**src/design/pphc_pkg.sv**
```systemverilog
// ----------------------------------------------------------------------------
// pphc_pkg
// Shared types, widths and constants of the PID position hold controller.
// ----------------------------------------------------------------------------
package pphc_pkg;

    localparam int STILL_TIME_MS      = 50;
    localparam int INTEGRAL_BOUND     = 50000;
    localparam int GAIN_FRACTION_BITS = 8;

    localparam int POS_W   = 32;
    localparam int GAIN_W  = 16;
    localparam int ERR_W   = 34;
    localparam int DER_W   = 35;
    localparam int INT_W   = 17;
    localparam int DRV_W   = 9;
    localparam int PERR_W  = GAIN_W + ERR_W;
    localparam int PDER_W  = GAIN_W + DER_W;
    localparam int PINT_W  = GAIN_W + INT_W;
    localparam int SUM_W   = PDER_W + 2;
    localparam int QUOT_W  = SUM_W - GAIN_FRACTION_BITS;

    localparam int unsigned DEFAULT_DEADBAND = 3;
    localparam int unsigned RELEASE_MARGIN   = 10;

    localparam int APB_ADDR_W = 5;
    localparam int APB_DATA_W = 32;

    typedef enum logic [2:0] {
        REG_GAIN_P          = 3'd0,
        REG_GAIN_I          = 3'd1,
        REG_GAIN_D          = 3'd2,
        REG_HOLD_DRIVE      = 3'd3,
        REG_HOLD_DELAY_MS   = 3'd4,
        REG_ERROR_DEADBAND  = 3'd5,
        REG_BACKLASH_COUNTS = 3'd6,
        REG_DRIVE_LIMIT     = 3'd7
    } t_reg_index;

    typedef enum logic [1:0] {
        DIR_NONE = 2'b00,
        DIR_POS  = 2'b01,
        DIR_NEG  = 2'b10
    } t_dir;

    typedef struct packed {
        logic signed [GAIN_W-1:0] gain_p;
        logic signed [GAIN_W-1:0] gain_i;
        logic signed [GAIN_W-1:0] gain_d;
        logic [7:0]               hold_drive;
        logic [15:0]              hold_delay_ms;
        logic [15:0]              error_deadband;
        logic [15:0]              backlash_counts;
        logic [7:0]               drive_limit;
    } t_cfg;

    typedef struct packed {
        logic signed [POS_W-1:0] target_position;
        logic signed [POS_W-1:0] encoder_position;
        logic [POS_W-1:0]        now_ms;
    } t_in_item;

    typedef struct packed {
        logic signed [ERR_W-1:0] err;
        logic signed [DER_W-1:0] deriv;
        logic signed [INT_W-1:0] integ;
        logic                    hold_override;
        logic signed [DRV_W-1:0] hold_val;
        logic                    settled;
        logic                    holding;
    } t_ctl;

    typedef struct packed {
        logic signed [PERR_W-1:0] p_err;
        logic signed [PDER_W-1:0] p_der;
        logic signed [PINT_W-1:0] p_int;
        logic                     hold_override;
        logic signed [DRV_W-1:0]  hold_val;
        logic                     settled;
        logic                     holding;
    } t_prod;

endpackage

```
**src/design/pphc_pid.sv**
```systemverilog
// ----------------------------------------------------------------------------
// pphc_pid
// Gain products, Q45.8 sum with truncation toward zero, and drive saturation.
// ----------------------------------------------------------------------------
module pphc_pid (
    input  logic                              i_clk,
    input  logic                              i_rst_n,
    input  pphc_pkg::t_cfg                    i_cfg,
    input  pphc_pkg::t_ctl                    i_ctl,
    input  logic                              i_ctl_valid,
    input  logic                              i_adv_prod,
    input  logic                              i_adv_out,
    output logic                              o_prod_valid,
    output logic                              o_out_valid,
    output logic signed [pphc_pkg::DRV_W-1:0] o_drive,
    output logic                              o_settled,
    output logic                              o_holding
);

    localparam logic signed [pphc_pkg::SUM_W-1:0] TRUNC_BIAS =
        pphc_pkg::SUM_W'((1 << pphc_pkg::GAIN_FRACTION_BITS) - 1);

    pphc_pkg::t_prod                    r_prod;
    logic                               r_prod_valid;
    logic signed [pphc_pkg::DRV_W-1:0]  r_drive;
    logic                               r_settled;
    logic                               r_holding;
    logic                               r_out_valid;

    pphc_pkg::t_prod                    n_prod;
    logic signed [pphc_pkg::DRV_W-1:0]  n_drive;

    logic signed [pphc_pkg::SUM_W-1:0]  sum;
    logic signed [pphc_pkg::SUM_W-1:0]  biased;
    logic signed [pphc_pkg::QUOT_W-1:0] quot;
    logic signed [pphc_pkg::QUOT_W-1:0] pick;
    logic signed [pphc_pkg::QUOT_W-1:0] lim;

    always_comb begin
        n_prod.p_err = $signed(pphc_pkg::PERR_W'(i_cfg.gain_p)) *
                       $signed(pphc_pkg::PERR_W'(i_ctl.err));
        n_prod.p_der = $signed(pphc_pkg::PDER_W'(i_cfg.gain_d)) *
                       $signed(pphc_pkg::PDER_W'(i_ctl.deriv));
        n_prod.p_int = $signed(pphc_pkg::PINT_W'(i_cfg.gain_i)) *
                       $signed(pphc_pkg::PINT_W'(i_ctl.integ));
        n_prod.hold_override = i_ctl.hold_override;
        n_prod.hold_val      = i_ctl.hold_val;
        n_prod.settled       = i_ctl.settled;
        n_prod.holding       = i_ctl.holding;
    end

    always_comb begin
        sum = pphc_pkg::SUM_W'(r_prod.p_err) + pphc_pkg::SUM_W'(r_prod.p_der) +
              pphc_pkg::SUM_W'(r_prod.p_int);
        // Bias negative sums so the arithmetic shift truncates toward zero.
        biased = sum[pphc_pkg::SUM_W-1] ? (sum + TRUNC_BIAS) : sum;
        quot   = pphc_pkg::QUOT_W'(biased >>> pphc_pkg::GAIN_FRACTION_BITS);
        pick   = r_prod.hold_override ? pphc_pkg::QUOT_W'(r_prod.hold_val) : quot;
        lim    = $signed(pphc_pkg::QUOT_W'({1'b0, i_cfg.drive_limit}));
        if (pick > lim) begin
            n_drive = lim[pphc_pkg::DRV_W-1:0];
        end else if (pick < -lim) begin
            n_drive = pphc_pkg::DRV_W'(-lim);
        end else begin
            n_drive = pick[pphc_pkg::DRV_W-1:0];
        end
    end

    always_ff @(posedge i_clk) begin
        if (!i_rst_n) begin
            r_prod_valid <= 1'b0;
            r_out_valid  <= 1'b0;
        end else begin
            if (i_adv_prod) begin
                r_prod_valid <= i_ctl_valid;
            end
            if (i_adv_out) begin
                r_out_valid <= r_prod_valid;
            end
        end
    end

    always_ff @(posedge i_clk) begin
        if (i_adv_prod && i_ctl_valid) begin
            r_prod <= n_prod;
        end
        if (i_adv_out && r_prod_valid) begin
            r_drive   <= n_drive;
            r_settled <= r_prod.settled;
            r_holding <= r_prod.holding;
        end
    end

    assign o_prod_valid = r_prod_valid;
    assign o_out_valid  = r_out_valid;
    assign o_drive      = r_drive;
    assign o_settled    = r_settled;
    assign o_holding    = r_holding;

endmodule

```
**config.mk**
```make
export PLATFORM = sky130hd
export DESIGN_NAME = pphc_pid
export DESIGN_NICKNAME = d
export VERILOG_FILES = /design/src/design/pphc_pkg.sv /design/src/design/pphc_pid.sv
export SDC_FILE = /design/constraint.sdc
export NUM_CORES = 2
export LEC_CHECK = 0
export ABC_AREA = 0
export BUFFER_PORTS_ARGS = -buffer_cell sky130_fd_sc_hd__buf_2
export CORE_MARGIN = 2
export CORE_UTILIZATION = 40
export DETAILED_ROUTE_END_ITERATION = 7
export PLACE_DENSITY = 0.61
export SKIP_CTS_REPAIR_TIMING = 1
export SYNTH_ARGS = -nofsm -noshare
export SYNTH_HDL_FRONTEND = slang
export SYNTH_SLANG_ARGS = --single-unit
```
**constraint.sdc**
```tcl
create_clock -name i_clk -period 24 [get_ports i_clk]
set_input_delay 3.6 -clock i_clk [delete_from_list [all_inputs] [get_ports i_clk]]
set_output_delay 3.6 -clock i_clk [all_outputs]
set_load 0.01 [all_outputs]
```
# Word-level counts from Yosys, hierarchy flattened
# Index checks and enable logic that the tools add are counted.
# totals
regBits,159
in_bits,215
output_inout_bits,13
wordCells,28
# classes
add_sub_neg,4
multipliers,3
order_cmp,2
mux,4
n_reduce_logical,2
# op_table
op,n
52-bit by 33-bit adder with 53-bit output,1
53-bit by 9-bit adder with 53-bit output (second input constant),1
53-bit 2-to-1 mux,1
50-bit by 51-bit adder with 52-bit output,1
16-bit by 35-bit multiplier with 51-bit output,1
16-bit by 34-bit multiplier with 50-bit output,1
45-bit by 9-bit greater-than comparator with 1-bit output,1
45-bit < comparator,1
45-bit 2-to-1 mux,1
8-bit negator with 45-bit output,1
16-bit by 17-bit multiplier with 33-bit output,1
9-bit 2-to-1 mux,1
8-bit 2-to-1 mux,1
1-bit logical AND,2

# Longest topological paths before layout
# logic_depth
depth_word,8
ltp_mapped,36
ltp_nobuf,34

# Least setup slack after synthesis
# Ideal clock, no wire load.
# synth_timing
path_kind,input -> register
startpoint,input i_cfg[100] (netlist bit)
endpoint,"register r_prod[145] (netlist bit), data pin"
setup_ns,0.260
t_arrival_ns,10.749
required_time_ns,23.740
slack_ns,12.991
cell_stages,31
path_buffers,2
cell_sequence,clkbuf_1 clkbuf_1 nand2_1 fa_1 inv_1 fa_1 inv_1 fa_1 fa_1 inv_1 fa_1 inv_1 fa_1 inv_1 ha_1 or3_1 nor4b_1 o21ai_0 a2111oi_0 nor3_1 nor3_1 o31ai_1 o21ai_0 or4_1 a2111oi_0 o21ai_0 a21boi_0 o21ai_0 o21bai_1 a21oi_1 xnor2_1
# synth_rtl
element,line,source
from (decl),pphc_pid.sv:8,"input pphc_pkg::t_cfg i_cfg,"
to (signal assigned),pphc_pid.sv:85,r_prod <= n_prod;
to (decl),pphc_pid.sv:23,pphc_pkg::t_prod r_prod;

==> impl_results.md <==
- Routed WL per cell: 18.2 um
- Vias: 43094
- Cell area after synthesis: 59500 um2
- Io pins: 228
- Number of global-route vias before repair: 46861
- Gpl congestion: 0.878
- Top Metal Used: met5
- Most used cell, CP: fa_1
- Yosys reg bits: 159
- Crit path capture type: flop
- Syn Area/Cell: 9.23 um2
- Crit path largest cell delay: 0.70 ns
- H-Tree Depth: 4
- Syn_nets: 8464
- Min-delay src: r_prod[0]
- Overall Global Routing Usage: 20.7%
- Largest net degree at the start of global routing: 74
- Ys async rst share: 0%
- Die X-Extent: 390 um
- Core area: 148000 um2
- Register area share after synthesis: 7.99%
- Ys Warns: 0
- Met1 wire length: 63.5 mm
- Type of origin of the critical path: input pin
- Die H: 390 um
- CTS Sinks: 159
- Port bufs: 171
- Post-DP HPWL: 121 mm
- Drt pass-1 iters: 5
- Crit path max-delay cell type: buf_2
- Ys flop type: edfxtp_1
- Met3 WL: 5.89 mm
- Clock skew: 0.0141 ns
- DR iter-0 viols: 2353
- Row cnt: 141
- Initial Util: 40.3%
- Ratio of cells with drive above 1 in the final layout: 4.25%
- CTS root buf: clkbuf_16
- Routed length on met2: 77.2 mm
- Synth top area cells: fa_1 (46%), ha_1 (9.0%), inv_1 (8.8%)
- Via density: 5.17
- CP max FO: 34
- Slew headroom: 6.76%
- Worst r2r src: r_prod[64]
- Clock Tree Buf Depth: 2
- Final worst path period need: 12.02 ns
- Total wire length: 151 mm
- Outcome: finished clean
- EDFF count, synth: 157
- Top cell type's share of synthesized area: 46.1%
- CTS tree: yes
- Hold Slack: 0.440 ns
- Cells after Synth: 6452
- Global-route wire length before repair: 251 mm
- Worst slew pin tran: 1.39 ns
- Setup TNS: 0 ns
- Max capacitance violation total: 0
- Antenna violations before repair: 7
- Cell variety after synth: 104
- RSZ-0062 raised after global routing: false
- Final hold vios: 0
- Fin. max-slew vios: 0
- Worst Path Class, Setup: in2reg
- Worst-path clk slew: 0.07 ns
- Critical Path Start: i_cfg[97]
- DIE AREA: 152000 um2
- WP data arrival: 12.22 ns
- Routed Antenna Nets: 0
- Req. time, crit path: 24.20 ns
- Area growth, synth to finish: 4.88%
- Layout net count: 8397
- Worst-Skew Late Latency: 0.46 ns
- Hold crit path type: reg2reg
- Post-layout util: 42.3%
- Setup violators final: 0
- Fmax: 83.2 MHz
- Tcrit/Tclk final: 50.1%
- Num CTS Buffers: 17
- Synth area leader: fa_1
- GR Overflow Total: 0
- # DRC: 0
-- Yosys cell counts (10+ instances only) --
library cell	instances
a211oi_1	25
a21o_1	62
a21oi_1	177
a31oi_1	17
and2_1	472
and3_1	24
clkbuf_1	258
edfxtp_1	157
fa_1	1370
ha_1	427
inv_1	1402
mux2i_1	10
nand2_1	958
nand2b_1	114
nand3_1	52
nand4_1	33
nor2_1	159
nor2b_1	32
nor3_1	44
nor4_1	32
o211ai_1	16
o21a_1	47
o21ai_0	114
o21bai_1	28
o31a_1	13
o31ai_1	23
or3_1	18
xnor2_1	151
xor2_1	39
-- path summary, 6_finish.rpt --
kind / to / slack [ns] / depth (start not counted)
max: r_prod[145] / 11.98 / 30
min: o_holding / 0.44 / 0
max reg2reg: o_drive[2] / 15.05 / 33
min reg2reg: o_holding / 0.44 / 0
-- cell type report --
type / count / area, um2
Antenna cell: 6 / 15.0
Clock buffer: 17 / 425
Clock inverter: 15 / 136
Fill cell: 14414 / 85200
Inverter: 1403 / 5270
Multi-Input combinational cell: 4618 / 48500
Sequential cell: 159 / 4750
Tap cell: 1930 / 2410
Timing Repair Buffer: 186 / 968
-- cells by family (layout without fill, tap and decap cells) --
group	count (synthesis)	after routing	synth area share (%)
flip-flops	159	159	7.99
AND/OR/NAND/NOR	2000	2000	16.5
multiplexers	15	15	0.269
other	0	6	0
buffers and inverters	1675	1621	10.6
XOR/XNOR	190	190	2.80
adder cells (fa/ha/maj)	1797	1797	55.0
AO/OA/AOI/OAI	616	616	6.83
-- metal layers --
layer,global-route usage (%),up-vias
met5,0,-
met3,1.76,234
met2,36.5,1036
met1,26.9,22386
met4,6.80,2
li1,-,19436
-- placed cells by master (no fill, tap or decap), types with 28 or more instances in the layout --
master / synthesis / final
fa_1: 1370 / 1370
nand3_1: 52 / 52
inv_1: 1402 / 1402
nor3_1: 44 / 44
nor2_1: 159 / 159
xor2_1: 39 / 39
o21bai_1: 28 / 28
nor4_1: 32 / 32
nand2_1: 958 / 958
buf_2: 9 / 171
ha_1: 427 / 427
a21oi_1: 177 / 177
a21o_1: 62 / 62
nand4_1: 33 / 33
nor2b_1: 32 / 32
nand2b_1: 114 / 114
o21ai_0: 114 / 114
and2_1: 472 / 471
o21a_1: 47 / 47
edfxtp_1: 157 / 157
xnor2_1: 151 / 151
-- metrics by stage --
stage          area, um2  setup slack [ns]  cells
5_1_grt            62400             11.22   8333
6_report           62400             11.98   8334
3_5_place_dp       61900             11.48   8296
3_3_place_gp       61900             11.55   8296
2_1_floorplan      59500             12.99   6452
4_1_cts            62400             11.98   8328
-- worst max-delay path, delay by kind of cell --
kind | cells | cell delay, ns
buffers and inverters | 6 | 0.96
AOI/OAI and AO/OA | 10 | 2.57
adders and majority gates | 7 | 3.26
xor gates and xnor gates | 1 | 0.09
and+or+nand+nor | 6 | 1.72
-- sequential cells by signal, summed over array words and instances (netlist names) --
name and cells:
o_settled 1, o_out_valid 1, o_drive 9, o_prod_valid 1, o_holding 1, r_prod 146
Power is left out: the tool's default activity adds up to more than one toggle a clock period on the data nets, which glitch-free logic cannot reach.
