<file path="src/design/pphc_pkg.sv">
// ----------------------------------------------------------------------------
// pphc_pkg
// Shared types, widths and constants of the PID position hold controller.
// ----------------------------------------------------------------------------
package pphc_pkg;

    localparam int STILL_TIME_MS      = 50;
    localparam int INTEGRAL_BOUND     = 50000;
    localparam int GAIN_FRACTION_BITS = 8;

    localparam int POS_W   = 32;
    localparam int GAIN_W  = 16;
    localparam int ERR_W   = 34;
    localparam int DER_W   = 35;
    localparam int INT_W   = 17;
    localparam int DRV_W   = 9;
    localparam int PERR_W  = GAIN_W + ERR_W;
    localparam int PDER_W  = GAIN_W + DER_W;
    localparam int PINT_W  = GAIN_W + INT_W;
    localparam int SUM_W   = PDER_W + 2;
    localparam int QUOT_W  = SUM_W - GAIN_FRACTION_BITS;

    localparam int unsigned DEFAULT_DEADBAND = 3;
    localparam int unsigned RELEASE_MARGIN   = 10;

    localparam int APB_ADDR_W = 5;
    localparam int APB_DATA_W = 32;

    typedef enum logic [2:0] {
        REG_GAIN_P          = 3'd0,
        REG_GAIN_I          = 3'd1,
        REG_GAIN_D          = 3'd2,
        REG_HOLD_DRIVE      = 3'd3,
        REG_HOLD_DELAY_MS   = 3'd4,
        REG_ERROR_DEADBAND  = 3'd5,
        REG_BACKLASH_COUNTS = 3'd6,
        REG_DRIVE_LIMIT     = 3'd7
    } t_reg_index;

    typedef enum logic [1:0] {
        DIR_NONE = 2'b00,
        DIR_POS  = 2'b01,
        DIR_NEG  = 2'b10
    } t_dir;

    typedef struct packed {
        logic signed [GAIN_W-1:0] gain_p;
        logic signed [GAIN_W-1:0] gain_i;
        logic signed [GAIN_W-1:0] gain_d;
        logic [7:0]               hold_drive;
        logic [15:0]              hold_delay_ms;
        logic [15:0]              error_deadband;
        logic [15:0]              backlash_counts;
        logic [7:0]               drive_limit;
    } t_cfg;

    typedef struct packed {
        logic signed [POS_W-1:0] target_position;
        logic signed [POS_W-1:0] encoder_position;
        logic [POS_W-1:0]        now_ms;
    } t_in_item;

    typedef struct packed {
        logic signed [ERR_W-1:0] err;
        logic signed [DER_W-1:0] deriv;
        logic signed [INT_W-1:0] integ;
        logic                    hold_override;
        logic signed [DRV_W-1:0] hold_val;
        logic                    settled;
        logic                    holding;
    } t_ctl;

    typedef struct packed {
        logic signed [PERR_W-1:0] p_err;
        logic signed [PDER_W-1:0] p_der;
        logic signed [PINT_W-1:0] p_int;
        logic                     hold_override;
        logic signed [DRV_W-1:0]  hold_val;
        logic                     settled;
        logic                     holding;
    } t_prod;

endpackage

</file>
<file path="src/design/pphc_state.sv">
// ----------------------------------------------------------------------------
// pphc_state
// Controller state: backlash, error, integral and settle/hold decisions.
// ----------------------------------------------------------------------------
module pphc_state (
    input  logic               i_clk,
    input  logic               i_rst_n,
    input  pphc_pkg::t_cfg     i_cfg,
    input  pphc_pkg::t_in_item i_item,
    input  logic               i_item_valid,
    input  logic               i_advance,
    output pphc_pkg::t_ctl     o_ctl,
    output logic               o_ctl_valid
);

    logic signed [pphc_pkg::POS_W-1:0] r_prev_target;
    logic signed [pphc_pkg::ERR_W-1:0] r_prev_err;
    logic signed [pphc_pkg::INT_W-1:0] r_integ;
    pphc_pkg::t_dir                    r_prev_dir;
    logic [pphc_pkg::POS_W-1:0]        r_still_start;
    logic                              r_still_valid;
    logic                              r_is_still;
    logic                              r_settled;
    logic                              r_holding;
    logic [pphc_pkg::POS_W-1:0]        r_deadline;
    pphc_pkg::t_ctl                    r_ctl;
    logic                              r_ctl_valid;

    logic signed [pphc_pkg::INT_W-1:0] n_integ;
    logic [pphc_pkg::POS_W-1:0]        n_still_start;
    logic                              n_still_valid;
    logic                              n_is_still;
    logic                              n_settled;
    logic                              n_holding;
    logic [pphc_pkg::POS_W-1:0]        n_deadline;
    pphc_pkg::t_dir                    n_dir;
    pphc_pkg::t_ctl                    n_ctl;

    logic                              commit;
    logic                              moved;
    logic signed [pphc_pkg::ERR_W-1:0] eff;
    logic signed [pphc_pkg::ERR_W-1:0] err;
    logic signed [pphc_pkg::DER_W-1:0] int_raw;
    logic signed [pphc_pkg::INT_W-1:0] int_base;
    logic signed [pphc_pkg::INT_W-1:0] int_clamped;
    logic [pphc_pkg::ERR_W-1:0]        aerr;
    logic [16:0]                       band;
    logic [16:0]                       release_lvl;
    logic [pphc_pkg::POS_W-1:0]        still_from;
    logic [pphc_pkg::POS_W-1:0]        hold_gap;
    logic                              hold_ready;
    logic signed [pphc_pkg::DRV_W-1:0] hold_mag;

    assign commit = i_item_valid && i_advance;

    always_comb begin
        moved = (i_item.target_position != r_prev_target);
        if (i_item.target_position > r_prev_target) begin
            n_dir = pphc_pkg::DIR_POS;
        end else if (moved) begin
            n_dir = pphc_pkg::DIR_NEG;
        end else begin
            n_dir = pphc_pkg::DIR_NONE;
        end

        // Still timer: restarts on any target motion.
        n_still_start = r_still_start;
        n_still_valid = r_still_valid;
        n_is_still    = 1'b0;
        n_settled     = r_settled;
        n_holding     = r_holding;
        n_deadline    = r_deadline;
        still_from    = r_still_valid ? r_still_start : i_item.now_ms;
        if (moved) begin
            n_still_valid = 1'b0;
            n_settled     = 1'b0;
            n_holding     = 1'b0;
        end else begin
            n_still_start = still_from;
            n_still_valid = 1'b1;
            n_is_still    = ((i_item.now_ms - still_from) >=
                             pphc_pkg::POS_W'(pphc_pkg::STILL_TIME_MS));
        end

        // Backlash is added only on a true reversal of direction.
        eff = pphc_pkg::ERR_W'(i_item.target_position);
        if (n_dir != pphc_pkg::DIR_NONE && r_prev_dir != pphc_pkg::DIR_NONE &&
            n_dir != r_prev_dir && i_cfg.backlash_counts != 16'd0) begin
            if (n_dir == pphc_pkg::DIR_POS) begin
                eff = eff + $signed({18'd0, i_cfg.backlash_counts});
            end else begin
                eff = eff - $signed({18'd0, i_cfg.backlash_counts});
            end
        end
        err = eff - pphc_pkg::ERR_W'(i_item.encoder_position);

        if ((err > 0 && r_prev_err < 0) || (err < 0 && r_prev_err > 0)) begin
            int_base = '0;
        end else begin
            int_base = r_integ;
        end
        int_raw = pphc_pkg::DER_W'(int_base) + pphc_pkg::DER_W'(err);
        if (int_raw > pphc_pkg::DER_W'(pphc_pkg::INTEGRAL_BOUND)) begin
            int_clamped = pphc_pkg::INT_W'(pphc_pkg::INTEGRAL_BOUND);
        end else if (int_raw < -pphc_pkg::DER_W'(pphc_pkg::INTEGRAL_BOUND)) begin
            int_clamped = -pphc_pkg::INT_W'(pphc_pkg::INTEGRAL_BOUND);
        end else begin
            int_clamped = int_raw[pphc_pkg::INT_W-1:0];
        end
        n_integ = int_clamped;

        aerr = (err < 0) ? pphc_pkg::ERR_W'(-err) : pphc_pkg::ERR_W'(err);
        if (i_cfg.error_deadband == 16'd0) begin
            band        = 17'(pphc_pkg::DEFAULT_DEADBAND);
            release_lvl = 17'(pphc_pkg::RELEASE_MARGIN);
        end else begin
            band        = {1'b0, i_cfg.error_deadband};
            release_lvl = {1'b0, i_cfg.error_deadband} +
                          17'(pphc_pkg::RELEASE_MARGIN);
        end

        hold_mag = $signed({1'b0, i_cfg.hold_drive});
        n_ctl.hold_override = 1'b0;
        n_ctl.hold_val      = '0;
        hold_gap            = '0;
        hold_ready          = 1'b0;
        if (aerr <= pphc_pkg::ERR_W'(band) && n_is_still) begin
            n_integ = '0;
            if (!n_settled) begin
                n_settled  = 1'b1;
                n_holding  = 1'b1;
                n_deadline = i_item.now_ms + pphc_pkg::POS_W'(i_cfg.hold_delay_ms);
            end
            n_ctl.hold_override = 1'b1;
            hold_gap   = i_item.now_ms - n_deadline;
            hold_ready = (i_cfg.hold_delay_ms == 16'd0) || !hold_gap[pphc_pkg::POS_W-1];
            if (hold_ready) begin
                if (err > 0) begin
                    n_ctl.hold_val = hold_mag;
                end else if (err < 0) begin
                    n_ctl.hold_val = -hold_mag;
                end
            end
        end else if (n_settled && aerr >= pphc_pkg::ERR_W'(release_lvl)) begin
            n_settled = 1'b0;
            n_holding = 1'b0;
        end

        n_ctl.err     = err;
        n_ctl.deriv   = pphc_pkg::DER_W'(err) - pphc_pkg::DER_W'(r_prev_err);
        n_ctl.integ   = int_clamped;
        n_ctl.settled = n_settled;
        n_ctl.holding = n_holding;
    end

    always_ff @(posedge i_clk) begin
        if (!i_rst_n) begin
            r_prev_target <= '0;
            r_prev_err    <= '0;
            r_integ       <= '0;
            r_prev_dir    <= pphc_pkg::DIR_NONE;
            r_still_start <= '0;
            r_still_valid <= 1'b0;
            r_is_still    <= 1'b0;
            r_settled     <= 1'b0;
            r_holding     <= 1'b0;
            r_deadline    <= '0;
            r_ctl_valid   <= 1'b0;
        end else begin
            if (commit) begin
                r_prev_target <= i_item.target_position;
                r_prev_err    <= err;
                r_integ       <= n_integ;
                r_prev_dir    <= n_dir;
                r_still_start <= n_still_start;
                r_still_valid <= n_still_valid;
                r_is_still    <= n_is_still;
                r_settled     <= n_settled;
                r_holding     <= n_holding;
                r_deadline    <= n_deadline;
            end
            if (i_advance) begin
                r_ctl_valid <= i_item_valid;
            end
        end
    end

    always_ff @(posedge i_clk) begin
        if (commit) begin
            r_ctl <= n_ctl;
        end
    end

    assign o_ctl       = r_ctl;
    assign o_ctl_valid = r_ctl_valid;

    // The hold flag is only ever raised and dropped together with the settle flag.
    a_hold_tracks_settle: assert property (@(posedge i_clk) disable iff (!i_rst_n)
        r_holding == r_settled)
        else $error("hold flag differs from settle flag");

    a_integral_bounded: assert property (@(posedge i_clk) disable iff (!i_rst_n)
        (r_integ <= pphc_pkg::INT_W'(pphc_pkg::INTEGRAL_BOUND)) &&
        (r_integ >= -pphc_pkg::INT_W'(pphc_pkg::INTEGRAL_BOUND)))
        else $error("integral outside its clamp");

    // Settling needs a still target, so a settled tick never shows motion.
    a_settle_needs_still: assert property (@(posedge i_clk) disable iff (!i_rst_n)
        (commit && !r_settled && n_settled) |=> r_is_still)
        else $error("settled without a still target");

endmodule

</file>
<file path="config.mk">
export PLATFORM = sky130hd
export DESIGN_NAME = pphc_state
export DESIGN_NICKNAME = d
export VERILOG_FILES = /design/src/design/pphc_pkg.sv /design/src/design/pphc_state.sv
export SDC_FILE = /design/constraint.sdc
export NUM_CORES = 1
export LEC_CHECK = 0
export ABC_AREA = 1
export BUFFER_PORTS_ARGS = -buffer_cell sky130_fd_sc_hd__buf_4
export CAP_MARGIN = 5
export CORE_MARGIN = 5
export CORE_UTILIZATION = 45
export DETAILED_ROUTE_END_ITERATION = 7
export PLACE_DENSITY = 0.7
export SYNTH_ARGS = -nofsm -noshare
export SYNTH_HDL_FRONTEND = slang
export SYNTH_SLANG_ARGS = --single-unit
</file>
<file path="constraint.sdc">
create_clock -name i_clk -period 20.3 [get_ports i_clk]
set_clock_uncertainty 0.1 [all_clocks]
set_input_delay 1.015 -clock i_clk [delete_from_list [all_inputs] [get_ports i_clk]]
set_output_delay 1.015 -clock i_clk [all_outputs]
set_load 0.01 [all_outputs]
</file>
After elaboration in Yosys (flattened, before gate mapping)
Cells that the tools add are included.
- flip-flop bits (word level): 251
- bits of input ports: 212
- output and inout bits: 99
- word-level logic and storage cells: 93
- add/subtract/negate cells: 11
- order comparisons: 10
- equality and inequality tests: 3
- multiplexer cells: 27
- bitwise gates (word level): 4
- reductions and logical operators: 20
- operator list (operator ; number):
    $mux 34 ; 3
    $mux 32 ; 3
    $mux 17 ; 5
    $gt 34x1->1 const B ; 2
    $lt 34x1->1 const B ; 2
    $sub 32x32->32 ; 2
    $add 17x34->35 ; 1
    $gt 35x17->1 const B ; 1
    $lt 35x17->1 const B ; 1
    $sub 34x34->35 ; 1
    $ge 34x17->1 ; 1
    $le 34x17->1 ; 1
    $neg 34->34 ; 1
    $sub 34x32->34 ; 1
    $add 32x17->33 ; 1
    $sub 32x17->33 ; 1
    $add 32x16->32 ; 1
    $ge 32x6->1 const B ; 1
    $gt 32x32->1 ; 1
    $logic_not 16->1 ; 2
    $ne 32x32->1 ; 1
    $mux 9 ; 3
    $add 16x4->17 const B ; 1
    $mux 16 ; 1
    14 further kinds ; 37

Logic depth before layout (Yosys ltp)
Gate-level depths: netlist of run 1.
- depth in word-level cells: 19
- gate-level depth with buffers: 89
- depth with buffers taken out: 86

Least setup slack after synthesis of run 1
No wires, ideal clock.
- path type: input port to flip-flop
- start: input port i_item[95] (netlist bit)
- end: register r_ctl, in the netlist o_ctl[24] (data pin)
- setup time: 0.269 ns
- arrival time: 10.847 ns
- required time: 19.931 ns
- setup slack: 9.085 ns
- stages on the path: 81
- buffers on the path: 4
- path through: ha_1 -> nand2_1 -> nor2_1 -> nand4_1 -> nor4_1 -> o21ai_0 -> nand2_1 -> nand2_1 -> o21ai_0 -> inv_1 -> nor2_1 -> clkbuf_1 -> nor2_1 -> xnor2_1 -> inv_1 -> ha_1 -> a21oi_1 -> nand2_1 -> [... 45 more ...] -> a21boi_0 -> o21ai_0 -> a21boi_0 -> o21ai_0 -> nand2_1 -> nand3_1 -> nand2_1 -> o21bai_1 -> nand2_1 -> nand2_1 -> nand2_1 -> nand2_1 -> nand2_1 -> nor2_1 -> nand3_1 -> o21bai_4 -> buf_4 -> a21oi_1
- word-level cells in the longest chain between the ends: 17
- elaborated cells between the ends (all ways): 26
- those cells by class: add/sub (4); order compare (5); eq/ne (3); mux (7); reduce/logical (7)
- ends and longest elaborated chain (element ; line ; source):
    from (decl) ; pphc_state.sv:9 ; input pphc_pkg::t_in_item i_item,
    branches (longest 2 deep; another with $gt 32x32->1) ; n/a ;
    $mux 2 (*) ; pphc_state.sv:58 ; if (i_item.target_position > r_prev_target) begin
    $reduce_bool 2->1 ; pphc_state.sv:87 ; if (n_dir != pphc_pkg::DIR_NONE && r_prev_dir != pphc_pkg::DIR_NONE &&
    $logic_and 1x1->1 (2 in a row) ; pphc_state.sv:87 ;
    $logic_and 1x1->1 ; pphc_state.sv:88 ; n_dir != r_prev_dir && i_cfg.backlash_counts != 16'd0) begin
    $mux 34 (*) ; pphc_state.sv:87 ;
    $sub 34x32->34 (*) ; pphc_state.sv:95 ; err = eff - pphc_pkg::ERR_W'(i_item.encoder_position);
    net err, one bit ; pphc_state.sv:42 ; logic signed [pphc_pkg::ERR_W-1:0] err;
    $gt 34x1->1 / $lt 34x1->1 (equally long branches) ; pphc_state.sv:97 ; if ((err > 0 && r_prev_err < 0) || (err < 0 && r_prev_err > 0)) begin
    $logic_and 1x1->1 ; pphc_state.sv:97 ;
    $logic_or 1x1->1 ; pphc_state.sv:97 ;
    $mux 17 ; pphc_state.sv:97 ;
    $add 17x34->35 (*) ; pphc_state.sv:102 ; int_raw = pphc_pkg::DER_W'(int_base) + pphc_pkg::DER_W'(err);
    $lt 35x17->1 ; pphc_state.sv:105 ; end else if (int_raw < -pphc_pkg::DER_W'(pphc_pkg::INTEGRAL_BOUND)) begin
    $mux 17 ; pphc_state.sv:105 ;
    $mux 17 (*) ; pphc_state.sv:103 ; if (int_raw > pphc_pkg::DER_W'(pphc_pkg::INTEGRAL_BOUND)) begin
    net int_clamped, one bit ; pphc_state.sv:45 ; logic signed [pphc_pkg::INT_W-1:0] int_clamped;
    to (signal assigned) ; pphc_state.sv:190 ; r_ctl <= n_ctl;
    to (decl) ; pphc_state.sv:26 ; pphc_pkg::t_ctl r_ctl;
Mark *: on every way through the listed nets, which the timed path passes.
A chain may end at the register's enable or synchronous reset.

Worst setup path in the final report of run 1
- start: input port i_item[95] (netlist bit)
- end: register r_ctl, in the netlist o_ctl[16] (data pin)
The elaborated chain is that of the path after synthesis.

==> results by group, run 1 <==
Run status
  – Outcome: finished clean

STA
  – Final setup fails: 0
  – Unrepaired setup endpoints after global routing: false
  – Pins Over Slew Limit: 0
  – Total Neg Setup Slack: 0 ps
  – Worst hold slack: 348 ps
  – Max-slew headroom: 0.324
  – Fmax: between 70 and 80 MHz
  – Fin crit share: 0.695
  – Fin crit period: 14110 ps
  – Final hold vios: 0
  – Final WS setup: approximately 6200 ps
  – Worst Max-Slew Pin Slew: approximately 1000 ps

Global routing
  – Initial antenna violation count: 1
  – Maximum number of pins on one net before global-route repair: 87
  – Final global-route overflow total: 0
  – Vias in the first global route: 22100
  – First-pass GRT wire length: 112000 µm
  – Total track usage: 0.227

Final layout
  – Final Core Density: 0.521
  – Nets: 4403
  – Final Cell Area: between 20000 and 30000 µm²
  – Finished Layout Cells: between 4000 and 5000
  – Diode count: 0
  – Layout cells sized above 1: 0.108
  – Area growth from synthesis to layout: 14.7%

Setup path
  – Critical Path AT: 14270 ps
  – Max FO, Critical Path: 26
  – Endpoint type of the worst setup path: register
  – Startpoint Class: input pin
  – CP max stage delay: 570 ps
  – Worst Path Required: 20460 ps
  – Crit Path Category: in -> reg
  – Most common cell type on the critical path: nand2_1
  – Slowest CP cell: nor4_1

Power
  – Final total power: 2.70 mW
  – Sw power: 1.21 mW
  – Leakage: 14.0 nW
  – Combinational Power Share: 0.558
  – Seq pwr share: 0.236
  – Switch share: 0.446
  – Clock network power share: 0.206
  – PD cells: between 90 and 100 nW/µm²
  – VDD IR max: 0.0615 mV
  – Internal Power: 1.50 mW

Floorplanning
  – Die X: roughly 240 µm
  – Die area: 59100 µm²
  – Die Y: 243 µm
  – Starting Density: 0.454
  – Row Count: 85
  – Core footprint: approximately 54000 µm²
  – IO Pins: approximately 310

Routing
  – First DRT Iteration DRCs: 1462
  – Met1 wire length: 32000 µm
  – Vias: 23900
  – Drt pass-1 iters: 6
  – Met3 wire len: 2760 µm
  – Drt drc: 0
  – Routed vias/inst: a little over 5
  – Top routing layer in use: met5
  – Routed WL: about 70000 µm
  – WL met2: ~33000 µm
  – DR WL/cell: 15.0 µm
  – Post-DRT Antenna Nets: 0

Synthesis
  – Dominant cell type by area after synthesis: nand2_1
  – Post-synth top cells: nand2_1 (888), inv_1 (599), a21oi_1 (365)
  – Area fraction of the dominant cell type after synthesis: 0.136
  – Ys Warns: 0
  – Cell variety after synth: 63
  – Syn Nets: 4186
  – Post-Syn Area: 24400 µm²
  – Post-synthesis sequential area ratio: 0.246
  – Number of synthesized register bits: ~250
  – Synth top area cells: nand2_1 (14%), ha_1 (14%), dfxtp_1 (13%)
  – EDFF count, synth: roughly 100
  – Async set-reset flop share out of synthesis: 0
  – Synthesized instance count: 3702
  – Top-count cell post-synth: nand2_1
  – Prevailing post-synth register cell: dfxtp_1
  – Avg Cell Area, Syn: 6.60 µm²

Placed design
  – Placed cell area: 27000 µm²
  – IO buf count: 254
  – Dpl cells: between 4000 and 5000
  – Setup slack at placement: 5620 ps
  – Post-DP HPWL: 56300 µm
  – Placer Congestion: 0.952

CTS
  – Worst-path clk slew: 60 ps
  – Clock Sinks: around 250
  – Post-CTS Setup Bufs: 0
  – Post-CTS sizing: 0
  – CTS buffer count: 30
  – Clock root buffer master: clkbuf_16
  – CTS H-tree depth: 1
  – Max clock buf depth: 3
  – Hold buffers post-CTS: 0
  – CTS tree: built
  – Worst-Skew Late Latency: 580 ps

Flow run
  – Max-cap violations: 0

Min path
  – Worst Hold Class: reg -> reg
layout make-up:
| cell class | count | area [µm²] |
|---|---|---|
| Fill cell | 5513 | 25800 |
| Multi-Input combinational cell | 2727 | 15700 |
| Sequential cell | 251 | 6010 |
| Inverter | 637 | 2390 |
| Timing Repair Buffer | 272 | 2040 |
| Clock buffer | 45 | 901 |
| Tap cell | 696 | 871 |
| Clock inverter | 11 | 130 |
power by group through the flow:
stage               Sequential, mW  Clock [mW]  Combinational [mW]
floorplan                    0.666           0                1.07
global placement             0.648           0                1.48
detailed placement           0.649           0                1.50
CTS                          0.639       0.573                1.51
global route                 0.644       0.590                1.71
finish                       0.637       0.558                1.51
worst max-delay path: cells and delay by family:
| family | cells | cell delay [ps] |
|---|---|---|
| buffers and inverters | 9 | 1230 |
| AOI/OAI and AO/OA | 21 | 4890 |
| adders and majority gates | 4 | 1270 |
| and+or+nand+nor | 43 | 5790 |
state kept, by name, indices dropped and copies added (netlist names):
register,count
o_ctl,98
o_ctl_valid,1
r_deadline,32
r_holding,1
r_integ,17
r_prev_dir,2
r_prev_err,34
r_prev_target,32
r_settled,1
r_still_start,32
r_still_valid,1
final timing paths:
path | from | endpoint | slack [ps] | depth (start not counted)
hold reg to reg | r_still_start[5] | r_still_start[5] | 350 | 2
setup reg to reg | r_prev_target[31] | o_ctl[16] | 6430 | 77
hold / removal | r_still_start[5] | r_still_start[5] | 350 | 2
setup / recovery | i_item[95] | o_ctl[16] | 6190 | 77
cell families after synthesis:
group / Yosys count / synth area share
compound gates: 742 / 0.167
xor+xnor: 169 / 0.0612
fa+ha+maj: 272 / 0.141
buf+inv: 724 / 0.113
flops: 251 / 0.246
mux: 1 / 0.000410
simple gates: 1543 / 0.271
cell usage in the layout, fill, tap and decap left out, types with 33 or more instances in the layout:
cell type / n
inv_2: 33
nor3_1: 47
nand3_1: 170
nand2_1: 887
clkbuf_16: 33
nor2_1: 255
buf_4: 272
xor2_1: 119
edfxtp_1: 98
inv_1: 597
dfxtp_1: 152
nand4_1: 77
xnor2_1: 48
ha_1: 266
o21ai_0: 251
a21oi_1: 365
per-layer routing:
layer / GRT usage / vias to the layer above
li1: - / 12600
met1: 0.302 / 10700
met2: 0.392 / 476
met3: 0.0234 / 104
met4: 0.0626 / 2
met5: 0 / -
Power figures use the tool's default switching activity.
==> run 2: changes to the inputs <==
--- a/config.mk
+++ b/config.mk
@@ -5,7 +5,7 @@
 export SDC_FILE = /design/constraint.sdc
 export NUM_CORES = 1
 export LEC_CHECK = 0
-export ABC_AREA = 1
+export ABC_AREA = 0
 export BUFFER_PORTS_ARGS = -buffer_cell sky130_fd_sc_hd__buf_4
 export CAP_MARGIN = 5
 export CORE_MARGIN = 5
==> constraint.sdc (replaced) <==
create_clock -name i_clk -period 13.39 [get_ports i_clk]
set_clock_uncertainty 0.1 [all_clocks]
set_input_delay 0.6695 -clock i_clk [delete_from_list [all_inputs] [get_ports i_clk]]
set_output_delay 0.6695 -clock i_clk [all_outputs]
set_load 0.01 [all_outputs]
==> results by group, run 2 <==
Run status
  – Outcome: finished clean

Placed design
  – Placer Congestion: 0.947 (-0.49%)
  – Placed cell area: 26800 µm² (-0.57%)
  – Post-DP HPWL: 56600 µm (+0.55%)
  – Dpl cells: 3958 (-14%)
  – IO buf count: 254 (unchanged)

Global routing
  – Vias in the first global route: 21300 (-3.6%)
  – Final global-route overflow total: 0 (unchanged)
  – Total track usage: 0.240 (+0.0136)
  – Initial antenna violation count: 2 (+1)
  – Maximum number of pins on one net before global-route repair: 91 (+4.6%)
  – First-pass GRT wire length: 113000 µm (+0.80%)

CTS
  – Clock root buffer master: clkbuf_16
  – CTS H-tree depth: 1 (unchanged)
  – CTS buffer count: 30 (unchanged)
  – Worst-path clk slew: 60 ps (about the same)
  – Max clock buf depth: 3 (unchanged)
  – Clock Sinks: 251 (unchanged)
  – Hold buffers post-CTS: 0 (unchanged)
  – CTS tree: built
  – Worst-Skew Late Latency: 580 ps (about the same)

Floorplanning
  – Starting Density: 0.453 (-0.00158)
  – Die Y: 240 µm (-1.4%)
  – Core footprint: 52400 µm² (-2.5%)
  – Die X: 240 µm (-1.4%)
  – IO Pins: 311 (unchanged)
  – Row Count: 84 (-1.2%)
  – Die area: 57400 µm² (-2.8%)

Final layout
  – Area growth from synthesis to layout: 18.0%
  – Number of fill cells: 5040 (-8.6%)
  – Most frequent cells in the layout: buf_4 (353), nand2_1 (299), nor2_1 (282)
  – Layout cells sized above 1: 0.143 (+0.0345)
  – FF/Latch Area: 6010 µm² (unchanged)
  – Finished Layout Cells: 4017 (-13%)
  – Largest register FFs: 98 (unchanged)
  – Final Core Density: 0.534 (+0.0132)
  – Multi-input logic area: 16600 µm² (+5.6%)
  – Commonest non-fill, non-tap cell in the layout: buf_4
  – Nets: 3787 (-14%)
  – Final Cell Area: 28000 µm² (about the same)

Setup path
  – Most common cell type on the critical path: nor2b_1
  – Critical Path AT: 12660 ps (-1610 ps)
  – CP top delay family: simple AND/OR/NAND/NOR gates
  – Endpoint type of the worst setup path: register
  – Startpoint Class: register
  – CP max stage delay: 450 ps (-120 ps)
  – Max FO, Critical Path: 9 (-65%)
  – Crit Path Category: reg -> reg
  – WP buf/inv: 5 (-4)
  – Worst Path Required: 13610 ps (-6850 ps)
  – Slowest CP cell: or3b_2

Routing
  – Drt pass-1 iters: 6 (unchanged)
  – DR WL/cell: 18.0 µm (+20%)
  – Vias: 23000 (-3.5%)
  – Routed vias/inst: 5.74 (+11%)
  – Post-DRT Antenna Nets: 0 (unchanged)
  – Drt drc: 0 (unchanged)
  – Routed WL: 72400 µm (+4.0%)
  – First DRT Iteration DRCs: 1539 (+5.3%)

Synthesis
  – Async set-reset flop share out of synthesis: 0 (unchanged)
  – Prevailing post-synth register cell: dfxtp_1
  – Post-Syn Area: 23700 µm² (-2.9%)
  – Syn Nets: 3508 (-16%)
  – Avg Cell Area, Syn: 7.85 µm² (+19%)
  – Number of synthesized register bits: 251 (unchanged)
  – Mux contribution to synthesized area: 0.0377 (+0.0373)
  – Synthesized instance count: 3024 (-18%)
  – Complex-gate fraction of the synthesized area: 0.220 (+0.0532)
  – Dominant cell type by area after synthesis: ha_1
  – Ys Warns: 0 (unchanged)
  – Top-count cell post-synth: nand2_1
  – Area fraction of the dominant cell type after synthesis: 0.140 (+0.00384)
  – Post-synthesis xor/xnor area fraction: 0.0663 (+0.00508)
  – Post-synth top cells: nand2_1 (300), nor2_1 (283), a21oi_1 (278)
  – Synth Area in Adders: 0.147 (+0.00545)
  – Largest family of logic cells by synthesized area: simple AND/OR/NAND/NOR gates
  – Post-synthesis sequential area ratio: 0.253 (+0.00729)
  – EDFF count, synth: 98 (unchanged)
  – Cell variety after synth: 96 (+52%)
  – Synth top area cells: ha_1 (14%), dfxtp_1 (13%), edfxtp_1 (12%)
  – Synth Area in Simple Gates: 0.224 (-0.0477)

STA
  – Final hold vios: 0 (unchanged)
  – Worst Max-Slew Pin Slew: 1130 ps (+117 ps)
  – Total Neg Setup Slack: 0 ps (unchanged)
  – Max-slew headroom: 0.244 (-0.0803)
  – Worst hold slack: 272 ps (-75.5 ps)
  – Fin crit share: 0.930
  – Fin crit period: 12450 ps
  – Fmax: 80.3 MHz
  – Pins Over Slew Limit: 0 (unchanged)
  – Final setup fails: 0 (unchanged)

Flow run
  – Max-cap violations: 0 (unchanged)

Power
  – VDD IR max: 0.0839 mV (+36%)
  – Leakage: 11.7 nW (-16%)
  – PD cells: 147 nW/µm² (+52%)

Min path
  – Worst Hold Class: in -> reg
-- run 2: timing repair --
item | 4_1_cts | 5_1_grt
resized for setup | 0 | 18
setup buffers | 0 | 1
endpoints found under the setup margin | 0 | 32
-- run 2: through the flow --
stage / power [mW] / worst slack [ps]
after floorplan: 2.48 / 216
after global placement: 3.17 / 310
after detailed placement: 3.18 / 161
after CTS: 4.11 / 544
after global routing: 4.41 / -2.78
final: 4.12 / 943
-- run 2: tightest hold or removal path, stage by stage --
cell     delay, ps
buf_4          130
nand2_1         50
a21oi_1         50
-- run 2: kinds of logic (layout without fill, tap and decap cells) --
kind of cell	after synthesis	in the layout
XOR/XNOR	177	177
AO/OA/AOI/OAI	826	826
other	0	2
flip-flops	251	251
adder cells (fa/ha/maj)	275	275
AND/OR/NAND/NOR	1082	1082
multiplexers	88	88
buffers and inverters	325	628
-- run 2: area by class of cell --
cell class,instances,area share
inverters,219,0.0296
diodes,2,0.000179
repair buffers,353,0.0946
clock buffers,36,0.0287
multi-input cells,2448,0.591
well taps,688,0.0307
flip-flops and latches,251,0.214
clock inverters,20,0.0104
-- run 2: path summary, 6_finish.rpt --
path                     from                end  slack (ps)  cells after the start
max          r_prev_target[1]          o_ctl[16]         940                     60
min reg2reg        r_integ[9]         r_integ[9]         350                      2
min                i_item[94]  r_prev_target[30]         270                      3
max reg2reg  r_prev_target[1]          o_ctl[16]         940                     60
-- run 2: report_power, final --
part	total [mW]	internal (mW)	switching, mW
registers	0.958	0.923	0.0347
clock network	0.910	0.563	0.347
logic	2.25	0.927	1.32
-- run 2: per-layer routing --
metal	GRT usage	vias to the layer above	wire length (µm)
li1	-	11500	-
met1	0.325	10700	32100
met2	0.408	712	33800
met3	0.0244	140	4170
met4	0.0711	0	2350
met5	0	-	0
